--- src/rtl/core/tts_pkg.sv ---
`timescale 1ns / 1ps
// ----------------------------------------------------------------------------
// tts_pkg: shared types and constants of the task timing statistics table
// Command and status codes, table geometry and the divider request and
// response structs.
// ----------------------------------------------------------------------------
package tts_pkg;

   // table geometry
   localparam int SLOTS  = 16;
   localparam int SLOT_W = (SLOTS > 1) ? $clog2(SLOTS) : 1;

   // divider geometry: 64-bit dividend, 32-bit divisor, one bit a cycle
   localparam int DIV_STEPS = 64;
   localparam int DIV_CNT_W = $clog2(DIV_STEPS);

   // command codes
   localparam logic [1:0] CMD_RECORD = 2'd0;
   localparam logic [1:0] CMD_READ   = 2'd1;
   localparam logic [1:0] CMD_LOAD   = 2'd2;
   localparam logic [1:0] CMD_CLEAR  = 2'd3;

   // status codes
   localparam logic [1:0] ST_DONE = 2'd0;
   localparam logic [1:0] ST_NEW  = 2'd1;
   localparam logic [1:0] ST_FULL = 2'd2;
   localparam logic [1:0] ST_MISS = 2'd3;

   // full-scale load value
   localparam logic [6:0] LOAD_FULL = 7'd100;

   typedef struct packed {
      logic        start;
      logic [63:0] dividend;
      logic [31:0] divisor;
   } div_req_type;

   typedef struct packed {
      logic        done;
      logic [63:0] quotient;
   } div_rsp_type;

endpackage

--- src/rtl/core/task_timing_stats_table.sv ---
`timescale 1ns / 1ps
// ----------------------------------------------------------------------------
// task_timing_stats_table: execution-time statistics table keyed by task
// Records run times per task key, reports per-task max/average/count and the
// summed load as a percentage of ticks since the last clear.
// ----------------------------------------------------------------------------
// One request word at a time. A clear, or a load with zero elapsed ticks,
// goes straight to the hand-off state. A record or read scans the 16 slots
// one per cycle, stopping at a hit; a miss, a new entry or a full table is
// known after the last slot. A hit computes the average on the shared 64-bit
// restoring divider (64 divider steps plus launch, load and hand-off); when
// the run count has wrapped to zero the divider is skipped. A load sums the
// slot totals over the 16 slots and, unless the sum reaches the elapsed
// ticks, runs the same divider; else it clamps to full scale. req_stall
// stays high from acceptance until the result word has been loaded into the
// output register; a new request is taken while that result word still
// waits on rsp_stall.
// ----------------------------------------------------------------------------
module task_timing_stats_table (
   input  logic        clock,
   input  logic        reset,
   // request channel
   input  logic        req_valid,
   output logic        req_stall,
   input  logic [1:0]  req_command,
   input  logic [31:0] req_task_key,
   input  logic [31:0] req_start_tick,
   input  logic [31:0] req_now_tick,
   // result channel
   output logic        rsp_valid,
   input  logic        rsp_stall,
   output logic [1:0]  rsp_status,
   output logic [31:0] rsp_max_time,
   output logic [31:0] rsp_avg_time,
   output logic [31:0] rsp_run_count,
   output logic [6:0]  rsp_load_percent
);

   localparam logic [2:0] S_IDLE    = 3'd0;
   localparam logic [2:0] S_SCAN    = 3'd1;
   localparam logic [2:0] S_STATS   = 3'd2;
   localparam logic [2:0] S_SUM     = 3'd3;
   localparam logic [2:0] S_LOADCHK = 3'd4;
   localparam logic [2:0] S_DIV     = 3'd5;
   localparam logic [2:0] S_DONE    = 3'd6;

   localparam int LAST = tts_pkg::SLOTS - 1;

   // slot storage
   logic [tts_pkg::SLOTS-1:0] valid_ff, valid_in;
   logic [31:0]               slot_key_ff   [tts_pkg::SLOTS];
   logic [31:0]               slot_max_ff   [tts_pkg::SLOTS];
   logic [63:0]               slot_total_ff [tts_pkg::SLOTS];
   logic [31:0]               slot_count_ff [tts_pkg::SLOTS];

   // slot write port
   logic                      wr_en;
   logic [tts_pkg::SLOT_W-1:0] wr_idx;
   logic [31:0]               wr_key, wr_max, wr_count;
   logic [63:0]               wr_total;

   // sequencer and working registers
   logic [2:0]                state_ff, state_in;
   logic [1:0]                cmd_ff, cmd_in;
   logic [31:0]               key_ff, key_in;
   logic [31:0]               delta_ff, delta_in;
   logic [31:0]               elapsed_ff, elapsed_in;
   logic [31:0]               epoch_ff, epoch_in;
   logic [tts_pkg::SLOT_W-1:0] idx_ff, idx_in;
   logic                      free_ok_ff, free_ok_in;
   logic [tts_pkg::SLOT_W-1:0] free_idx_ff, free_idx_in;
   logic [63:0]               sum_ff, sum_in;

   // result being built
   logic [1:0]                res_status_ff, res_status_in;
   logic [31:0]               res_max_ff, res_max_in;
   logic [31:0]               res_avg_ff, res_avg_in;
   logic [31:0]               res_count_ff, res_count_in;
   logic [6:0]                res_load_ff, res_load_in;

   // output register
   logic                      rsp_valid_ff, rsp_valid_in;
   logic [1:0]                rsp_status_ff, rsp_status_in;
   logic [31:0]               rsp_max_ff, rsp_max_in;
   logic [31:0]               rsp_avg_ff, rsp_avg_in;
   logic [31:0]               rsp_count_ff, rsp_count_in;
   logic [6:0]                rsp_load_ff, rsp_load_in;

   // divider request
   logic                      div_start_ff, div_start_in;
   logic [63:0]               div_num_ff, div_num_in;
   logic [31:0]               div_den_ff, div_den_in;

   tts_pkg::div_req_type      div_req;
   tts_pkg::div_rsp_type      div_rsp;

   // scratch
   logic                      req_take;
   logic                      rsp_free;
   logic                      is_last;
   logic                      hit;
   logic [31:0]               rd_max, rd_count;
   logic [63:0]               rd_total;
   logic [31:0]               new_max, new_count;
   logic [63:0]               new_total;
   logic [64:0]               sum_wide;
   logic [63:0]               scaled;

   assign req_stall = (state_ff != S_IDLE);
   assign req_take  = req_valid && !req_stall;
   assign rsp_free  = !rsp_valid_ff || !rsp_stall;
   assign is_last   = (idx_ff == tts_pkg::SLOT_W'(LAST));
   assign hit       = valid_ff[idx_ff] && (slot_key_ff[idx_ff] == key_ff);

   assign rd_max    = slot_max_ff[idx_ff];
   assign rd_total  = slot_total_ff[idx_ff];
   assign rd_count  = slot_count_ff[idx_ff];
   assign new_max   = (delta_ff > rd_max) ? delta_ff : rd_max;
   assign new_total = rd_total + {32'd0, delta_ff};
   assign new_count = rd_count + 32'd1;

   // saturating accumulate and times-100 as shift-add
   assign sum_wide  = {1'b0, sum_ff} + {1'b0, rd_total};
   assign scaled    = ({32'd0, sum_ff[31:0]} << 6) + ({32'd0, sum_ff[31:0]} << 5)
                    + ({32'd0, sum_ff[31:0]} << 2);

   assign div_req.start    = div_start_ff;
   assign div_req.dividend = div_num_ff;
   assign div_req.divisor  = div_den_ff;

   tts_div u_div (
      .clock   (clock),
      .reset   (reset),
      .div_req (div_req),
      .div_rsp (div_rsp)
   );

   // sequencer
   always_comb begin
      state_in      = state_ff;
      cmd_in        = cmd_ff;
      key_in        = key_ff;
      delta_in      = delta_ff;
      elapsed_in    = elapsed_ff;
      epoch_in      = epoch_ff;
      idx_in        = idx_ff;
      free_ok_in    = free_ok_ff;
      free_idx_in   = free_idx_ff;
      sum_in        = sum_ff;
      valid_in      = valid_ff;
      res_status_in = res_status_ff;
      res_max_in    = res_max_ff;
      res_avg_in    = res_avg_ff;
      res_count_in  = res_count_ff;
      res_load_in   = res_load_ff;
      div_start_in  = 1'b0;
      div_num_in    = div_num_ff;
      div_den_in    = div_den_ff;
      wr_en         = 1'b0;
      wr_idx        = idx_ff;
      wr_key        = key_ff;
      wr_max        = new_max;
      wr_total      = new_total;
      wr_count      = new_count;
      rsp_valid_in  = rsp_valid_ff && rsp_stall;
      rsp_status_in = rsp_status_ff;
      rsp_max_in    = rsp_max_ff;
      rsp_avg_in    = rsp_avg_ff;
      rsp_count_in  = rsp_count_ff;
      rsp_load_in   = rsp_load_ff;

      unique case (state_ff)
         S_IDLE: begin
            // latch the request and start a fresh result
            if (req_take) begin
               cmd_in        = req_command;
               key_in        = req_task_key;
               delta_in      = req_start_tick == req_now_tick ? 32'd0
                             : req_now_tick - req_start_tick;
               elapsed_in    = req_now_tick - epoch_ff;
               idx_in        = '0;
               free_ok_in    = 1'b0;
               sum_in        = '0;
               res_status_in = tts_pkg::ST_DONE;
               res_max_in    = '0;
               res_avg_in    = '0;
               res_count_in  = '0;
               res_load_in   = '0;
               unique case (req_command)
                  tts_pkg::CMD_RECORD, tts_pkg::CMD_READ: state_in = S_SCAN;
                  tts_pkg::CMD_LOAD: begin
                     state_in = (req_now_tick == epoch_ff) ? S_DONE : S_SUM;
                  end
                  tts_pkg::CMD_CLEAR: begin
                     valid_in = '0;
                     epoch_in = req_now_tick;
                     state_in = S_DONE;
                  end
                  default: state_in = S_DONE;
               endcase
            end
         end

         S_SCAN: begin
            // compare one slot a cycle, remember the lowest free one
            if (hit) begin
               state_in = S_STATS;
            end else begin
               if (!valid_ff[idx_ff] && !free_ok_ff) begin
                  free_ok_in  = 1'b1;
                  free_idx_in = idx_ff;
               end
               if (is_last) begin
                  state_in = S_DONE;
                  if (cmd_ff == tts_pkg::CMD_READ) begin
                     res_status_in = tts_pkg::ST_MISS;
                  end else if (free_ok_in) begin
                     // claim the free slot
                     wr_en              = 1'b1;
                     wr_idx             = free_idx_in;
                     wr_max             = delta_ff;
                     wr_total           = {32'd0, delta_ff};
                     wr_count           = 32'd1;
                     valid_in[free_idx_in] = 1'b1;
                     res_status_in      = tts_pkg::ST_NEW;
                     res_max_in         = delta_ff;
                     res_avg_in         = delta_ff;
                     res_count_in       = 32'd1;
                  end else begin
                     res_status_in = tts_pkg::ST_FULL;
                  end
               end else begin
                  idx_in = idx_ff + 1'b1;
               end
            end
         end

         S_STATS: begin
            // update on record, then launch the average
            if (cmd_ff == tts_pkg::CMD_RECORD) begin
               wr_en        = 1'b1;
               res_max_in   = new_max;
               res_count_in = new_count;
               div_num_in   = new_total;
               div_den_in   = new_count;
            end else begin
               res_max_in   = rd_max;
               res_count_in = rd_count;
               div_num_in   = rd_total;
               div_den_in   = rd_count;
            end
            if (div_den_in == 32'd0) begin
               res_avg_in = '0;
               state_in   = S_DONE;
            end else begin
               div_start_in = 1'b1;
               state_in     = S_DIV;
            end
         end

         S_SUM: begin
            // accumulate valid totals, saturating
            if (valid_ff[idx_ff]) begin
               sum_in = sum_wide[64] ? {64{1'b1}} : sum_wide[63:0];
            end
            if (is_last) begin
               state_in = S_LOADCHK;
            end else begin
               idx_in = idx_ff + 1'b1;
            end
         end

         S_LOADCHK: begin
            // clamp or divide the scaled sum by the elapsed ticks
            if (sum_ff >= {32'd0, elapsed_ff}) begin
               res_load_in = tts_pkg::LOAD_FULL;
               state_in    = S_DONE;
            end else begin
               div_num_in   = scaled;
               div_den_in   = elapsed_ff;
               div_start_in = 1'b1;
               state_in     = S_DIV;
            end
         end

         S_DIV: begin
            // wait for the quotient
            if (div_rsp.done) begin
               if (cmd_ff == tts_pkg::CMD_LOAD) begin
                  res_load_in = div_rsp.quotient[6:0];
               end else begin
                  res_avg_in = div_rsp.quotient[31:0];
               end
               state_in = S_DONE;
            end
         end

         S_DONE: begin
            // hand the word to the output register once it is free
            if (rsp_free) begin
               rsp_valid_in  = 1'b1;
               rsp_status_in = res_status_ff;
               rsp_max_in    = res_max_ff;
               rsp_avg_in    = res_avg_ff;
               rsp_count_in  = res_count_ff;
               rsp_load_in   = res_load_ff;
               state_in      = S_IDLE;
            end
         end

         default: state_in = S_IDLE;
      endcase
   end

   // control state
   always_ff @(posedge clock) begin
      if (reset) begin
         state_ff     <= S_IDLE;
         valid_ff     <= '0;
         epoch_ff     <= '0;
         rsp_valid_ff <= 1'b0;
         div_start_ff <= 1'b0;
      end else begin
         state_ff     <= state_in;
         valid_ff     <= valid_in;
         epoch_ff     <= epoch_in;
         rsp_valid_ff <= rsp_valid_in;
         div_start_ff <= div_start_in;
      end
   end

   // working and result payload
   always_ff @(posedge clock) begin
      cmd_ff        <= cmd_in;
      key_ff        <= key_in;
      delta_ff      <= delta_in;
      elapsed_ff    <= elapsed_in;
      idx_ff        <= idx_in;
      free_ok_ff    <= free_ok_in;
      free_idx_ff   <= free_idx_in;
      sum_ff        <= sum_in;
      res_status_ff <= res_status_in;
      res_max_ff    <= res_max_in;
      res_avg_ff    <= res_avg_in;
      res_count_ff  <= res_count_in;
      res_load_ff   <= res_load_in;
      div_num_ff    <= div_num_in;
      div_den_ff    <= div_den_in;
      rsp_status_ff <= rsp_status_in;
      rsp_max_ff    <= rsp_max_in;
      rsp_avg_ff    <= rsp_avg_in;
      rsp_count_ff  <= rsp_count_in;
      rsp_load_ff   <= rsp_load_in;
   end

   // slot storage write
   always_ff @(posedge clock) begin
      if (wr_en) begin
         slot_key_ff[wr_idx]   <= wr_key;
         slot_max_ff[wr_idx]   <= wr_max;
         slot_total_ff[wr_idx] <= wr_total;
         slot_count_ff[wr_idx] <= wr_count;
      end
   end

   assign rsp_valid        = rsp_valid_ff;
   assign rsp_status       = rsp_status_ff;
   assign rsp_max_time     = rsp_max_ff;
   assign rsp_avg_time     = rsp_avg_ff;
   assign rsp_run_count    = rsp_count_ff;
   assign rsp_load_percent = rsp_load_ff;

   // a result word appears only out of the hand-off state
   assert property (@(posedge clock) disable iff (reset)
      $rose(rsp_valid_ff) |-> $past(state_ff) == S_DONE)
      else $error("result word raised outside hand-off");

   // load never exceeds full scale
   assert property (@(posedge clock) disable iff (reset)
      rsp_valid_ff |-> rsp_load_ff <= tts_pkg::LOAD_FULL)
      else $error("load percent above full scale");

   // the divider finishes only while the sequencer waits for it
   assert property (@(posedge clock) disable iff (reset)
      div_rsp.done |-> state_ff == S_DIV)
      else $error("divider finished outside the wait state");

   // a divide is launched only with a nonzero divisor
   assert property (@(posedge clock) disable iff (reset)
      div_start_ff |-> div_den_ff != 32'd0)
      else $error("divide launched with zero divisor");

endmodule

--- src/rtl/core/tts_div.sv ---
`timescale 1ns / 1ps
// ----------------------------------------------------------------------------
// tts_div: iterative unsigned divider
// Restoring division of a 64-bit dividend by a nonzero 32-bit divisor, one
// quotient bit a cycle. Pulses done when the quotient is ready.
// ----------------------------------------------------------------------------
module tts_div (
   input  logic                 clock,
   input  logic                 reset,
   input  tts_pkg::div_req_type div_req,
   output tts_pkg::div_rsp_type div_rsp
);

   logic                          run_ff, run_in;
   logic                          done_ff, done_in;
   logic [tts_pkg::DIV_CNT_W-1:0] cnt_ff, cnt_in;
   logic [63:0]                   quo_ff, quo_in;
   logic [31:0]                   rem_ff, rem_in;
   logic [31:0]                   den_ff, den_in;
   logic [32:0]                   trial;
   logic [32:0]                   diff;

   // one restoring step: shift in the next dividend bit, try to subtract
   always_comb begin
      trial   = {rem_ff, quo_ff[63]};
      diff    = trial - {1'b0, den_ff};
      run_in  = run_ff;
      done_in = 1'b0;
      cnt_in  = cnt_ff;
      quo_in  = quo_ff;
      rem_in  = rem_ff;
      den_in  = den_ff;
      if (div_req.start) begin
         run_in = 1'b1;
         cnt_in = '0;
         quo_in = div_req.dividend;
         rem_in = '0;
         den_in = div_req.divisor;
      end else if (run_ff) begin
         if (!diff[32]) begin
            rem_in = diff[31:0];
            quo_in = {quo_ff[62:0], 1'b1};
         end else begin
            rem_in = trial[31:0];
            quo_in = {quo_ff[62:0], 1'b0};
         end
         cnt_in = cnt_ff + 1'b1;
         if (cnt_ff == tts_pkg::DIV_CNT_W'(tts_pkg::DIV_STEPS - 1)) begin
            run_in  = 1'b0;
            done_in = 1'b1;
         end
      end
   end

   // control state
   always_ff @(posedge clock) begin
      if (reset) begin
         run_ff  <= 1'b0;
         done_ff <= 1'b0;
      end else begin
         run_ff  <= run_in;
         done_ff <= done_in;
      end
   end

   // datapath
   always_ff @(posedge clock) begin
      cnt_ff <= cnt_in;
      quo_ff <= quo_in;
      rem_ff <= rem_in;
      den_ff <= den_in;
   end

   assign div_rsp.done     = done_ff;
   assign div_rsp.quotient = quo_ff;

endmodule
--- config.mk ---
export PLATFORM = sky130hd
export DESIGN_NAME = task_timing_stats_table
export DESIGN_NICKNAME = d
export VERILOG_FILES = /design/src/rtl/core/tts_pkg.sv /design/src/rtl/core/task_timing_stats_table.sv /design/src/rtl/core/tts_div.sv
export SDC_FILE = /design/constraint.sdc
export NUM_CORES = 2
export LEC_CHECK = 0
export BUFFER_PORTS_ARGS = -buffer_cell sky130_fd_sc_hd__buf_2
export CAP_MARGIN = 30
export CORE_MARGIN = 2
export CORE_UTILIZATION = 45
export CTS_CLUSTER_DIAMETER = 120
export CTS_CLUSTER_SIZE = 10
export DETAILED_ROUTE_END_ITERATION = 10
export GPL_ROUTABILITY_DRIVEN = 0
export GPL_TIMING_DRIVEN = 1
export PLACE_DENSITY = 0.62
export SYNTH_ARGS = -nofsm -noshare
export SYNTH_HDL_FRONTEND = slang
export SYNTH_SLANG_ARGS = --single-unit
--- constraint.sdc ---
create_clock -name clock -period 29.7 [get_ports clock]
set_input_delay 2.97 -clock clock [delete_from_list [all_inputs] [get_ports clock]]
set_output_delay 2.97 -clock clock [all_outputs]
set_load 0.005 [all_outputs]
==> run metrics <==
VDD IR max=approximately 0.067 mV; Post-synth top flop=edfxtp_1; Comb power frac=0.366; antenna violations before repair=17; Async S/R FF share, synth=0; insertion delay to the later sink of the worst-skew pair=~0.94 ns; post-route minimum period=between 9 and 10 ns; status=complete, no violations; Final Hold Vio Count=0; Final Max Slew Viols=0; hold endpoint=u_div.den_ff[4]; Die ar.=314000 um^2; setup TNS=0 ns; Seq pwr share=0.405; PD cells=109 nW/um^2; initial core utilization=0.452; clock slew at reported path FFs=~0.060 ns; syn_area_per_cell=~18 um^2; cell mode on critical path=buf_4; Cells after Synth=a little under 8000; CP Max Fanout=88; sequential share of the synthesized area=0.689; CP Class=reg -> reg; Area contributors post-synth=edfxtp_1 (68%), mux4_2 (12%), ha_1 (2.6%); crit share post-route=0.334; Clock Skews=around 0.085 ns; post-cts resize count=0; Yosys Warn Count=0; DR WL/cell=between 20 and 30 um; RSZ-0062 raised after global routing=no; Yosys top cell area share=0.675; slowest CP cell=buf_4; Filler cells=between 20000 and 30000; Clk pwr share=0.229; largest net degree at the start of global routing=about 100; switching share of power=0.354; postcts setup bufs=0; Leak Pwr=just over 50 nW; r2r endpoint=slot_count_ff[1][8]; Net Switching=approximately 6.0 mW; highest clock rate=between 0.1 and 0.15 GHz; Clock Tree Buf Depth=4; PortBufs=between 200 and 250; Tot GR Track Use=0.230; Synth-to-Final Area Change=11.8%; Root Driver=clkbuf_16; CP Capture Type=flop; top cell type by total area after synthesis=edfxtp_1; register-to-register setup slack=roughly 20 ns; share of layout cells above drive strength 1=0.208; Worst EP required=approximately 30 ns; worst path cell trace=buf_12 -> buf_4 -> buf_4 -> buf_16 -> mux4_2 -> mux4_2 -> xor2_1 -> nor4_1 -> nand3_1 -> nor3_2 -> buf_4 -> nor2_1 -> nand2_2 -> mux2i_1 -> nand3_1 -> nor2_4 -> buf_4 -> buf_4 -> buf_16; DR pass1 iterations=6; critical path arrival=approximately 10 ns; area occupied by multi-input gates=~40000 um^2; DRT antenna net count=0; DRC Markers=0; Final nets=a little under 9000; Die Width=about 560 um; final instance area=~160000 um^2; Synth Register Bits=between 3000 and 4000; Sequential cell area=just under 100000 um^2; first-pass GRT wire length=about 530000 um; HP Start=div_den_ff[4]; Row Count=204; Mapped Area=139000 um^2; Worst Hold Class=reg -> reg; worst-margin pin slew=around 1.1 ns; Vias per Instance=6.08; CTS hold repair buffers=0; Slew headroom=0.264; vias in the first global route=~76000; CTS tree=built; most frequent cell after synthesis=edfxtp_1; TritonCTS Buffers=around 360; Post-synth EDFFs=3133; Final Setup Violations=0; critical path startpoint category=flop; via count=76300; r2r worst-path depth=19; DRT iter0 DRCs=roughly 8800; post-synth cell types=110; top cells by count, synth=edfxtp_1 (3133), mux4_2 (715), nor2_1 (423); Internal=11.0 mW; final WL=around 370000 um; clock sink total=roughly 3200; Post-DP HPWL=roughly 220000 um; hold path depth=0; DP Area=roughly 150000 um^2; slowest stage delay, CP=slightly above 0.8 ns; syn_nets=around 8300; Die Height=between 500 and 600 um; CORE AREA=just over 300000 um^2; Max Cap Viol=0; GRT overflow=0; H-tree Lvls=5; Ports=209
-- layout by cell type (no fill, tap or decap), types with 100 or more instances in the layout --
cell / Yosys / layout
clkbuf_16: 0 / 370
xnor2_1: 204 / 204
mux4_2: 715 / 715
a21oi_1: 361 / 358
buf_2: 77 / 210
o21ai_0: 205 / 196
edfxtp_1: 3133 / 3133
mux2_2: 100 / 100
nor2_1: 423 / 412
mux2i_1: 122 / 122
inv_1: 236 / 236
a21o_1: 138 / 138
ha_1: 293 / 293
xor2_1: 140 / 140
buf_4: 46 / 192
nand2_1: 347 / 344
-- final cells by class --
cell class                 count  share of cell area
sequential                  3230               0.617
antenna                        5           0.0000803
multi-input combinational   4098               0.261
inverter                     239             0.00581
clock buffer                 408              0.0604
tap                         4120              0.0331
timing repair buffer         440              0.0213
clock inverter                21             0.00210
-- routing by layer --
| layer | global-route usage | wire, um |
|---|---|---|
| met4 | 0.0721 | 11500 |
| met2 | 0.367 | 174000 |
| met1 | 0.329 | 155000 |
| met3 | 0.0328 | 27200 |
| met5 | 0 | 0 |
-- worst max-delay path, delay by kind of cell (launching register included) --
kind	cells	cell delay (ns)
XOR/XNOR	1	0.17
buffers and inverters	8	3.59
flip-flops	1	0.78
multiplexers	3	1.65
AND/OR/NAND/NOR	7	2.85
-- power by group through the flow --
stage	Combinational [mW]	Sequential, mW	Clock [mW]
6_report	6.24	6.91	3.90
5_1_grt	6.76	6.94	4.14
4_1_cts	6.15	6.92	3.98
3_5_place_dp	6.12	7.01	0
3_3_place_gp	5.94	7.00	0
2_1_floorplan	4.22	6.84	0
-- cell families (layout without fill, tap and decap cells) --
group	after synthesis	in the layout	share of synthesized area
other	0	5	0
adder cells (fa/ha/maj)	327	327	0.0312
multiplexers	963	963	0.137
XOR/XNOR	346	346	0.0219
AO/OA/AOI/OAI	1149	1149	0.0538
AND/OR/NAND/NOR	1313	1313	0.0456
buffers and inverters	580	1108	0.0208
flip-flops	3230	3230	0.689
-- worst max path at each step --
stage	from	to
after global placement	flop	slot_count_ff[1][24]
final	flop	slot_count_ff[1][8]
after CTS	flop	slot_key_ff[1][21]
after detailed placement	flop	slot_count_ff[1][24]
after global routing	flop	slot_count_ff[1][26]
after floorplan	flop	slot_count_ff[10][0]
-- through the flow --
step	utilization	hold slack [ns]	setup WS [ns]	power [mW]	instances
6_report	0.505	0.401	19.78	17.1	12600
5_1_grt	0.505	0.405	19.18	17.8	12600
4_1_cts	0.504	0.387	19.15	17.0	12500
3_5_place_dp	0.473	0.405	19.17	13.1	12100
3_3_place_gp	0.471	0.404	19.22	12.9	12100
2_1_floorplan	-	0.400	14.67	11.1	7908
-- sequential cells by signal, indices dropped and copies added (netlist names), 64 cells and up, named ones only --
signal         count
div_num_ff        64
slot_count_ff    512
slot_key_ff      512
slot_max_ff      512
slot_total_ff   1024
sum_ff            64
u_div.quo_ff      64
Note: power is estimated with default switching activity, not from simulation.
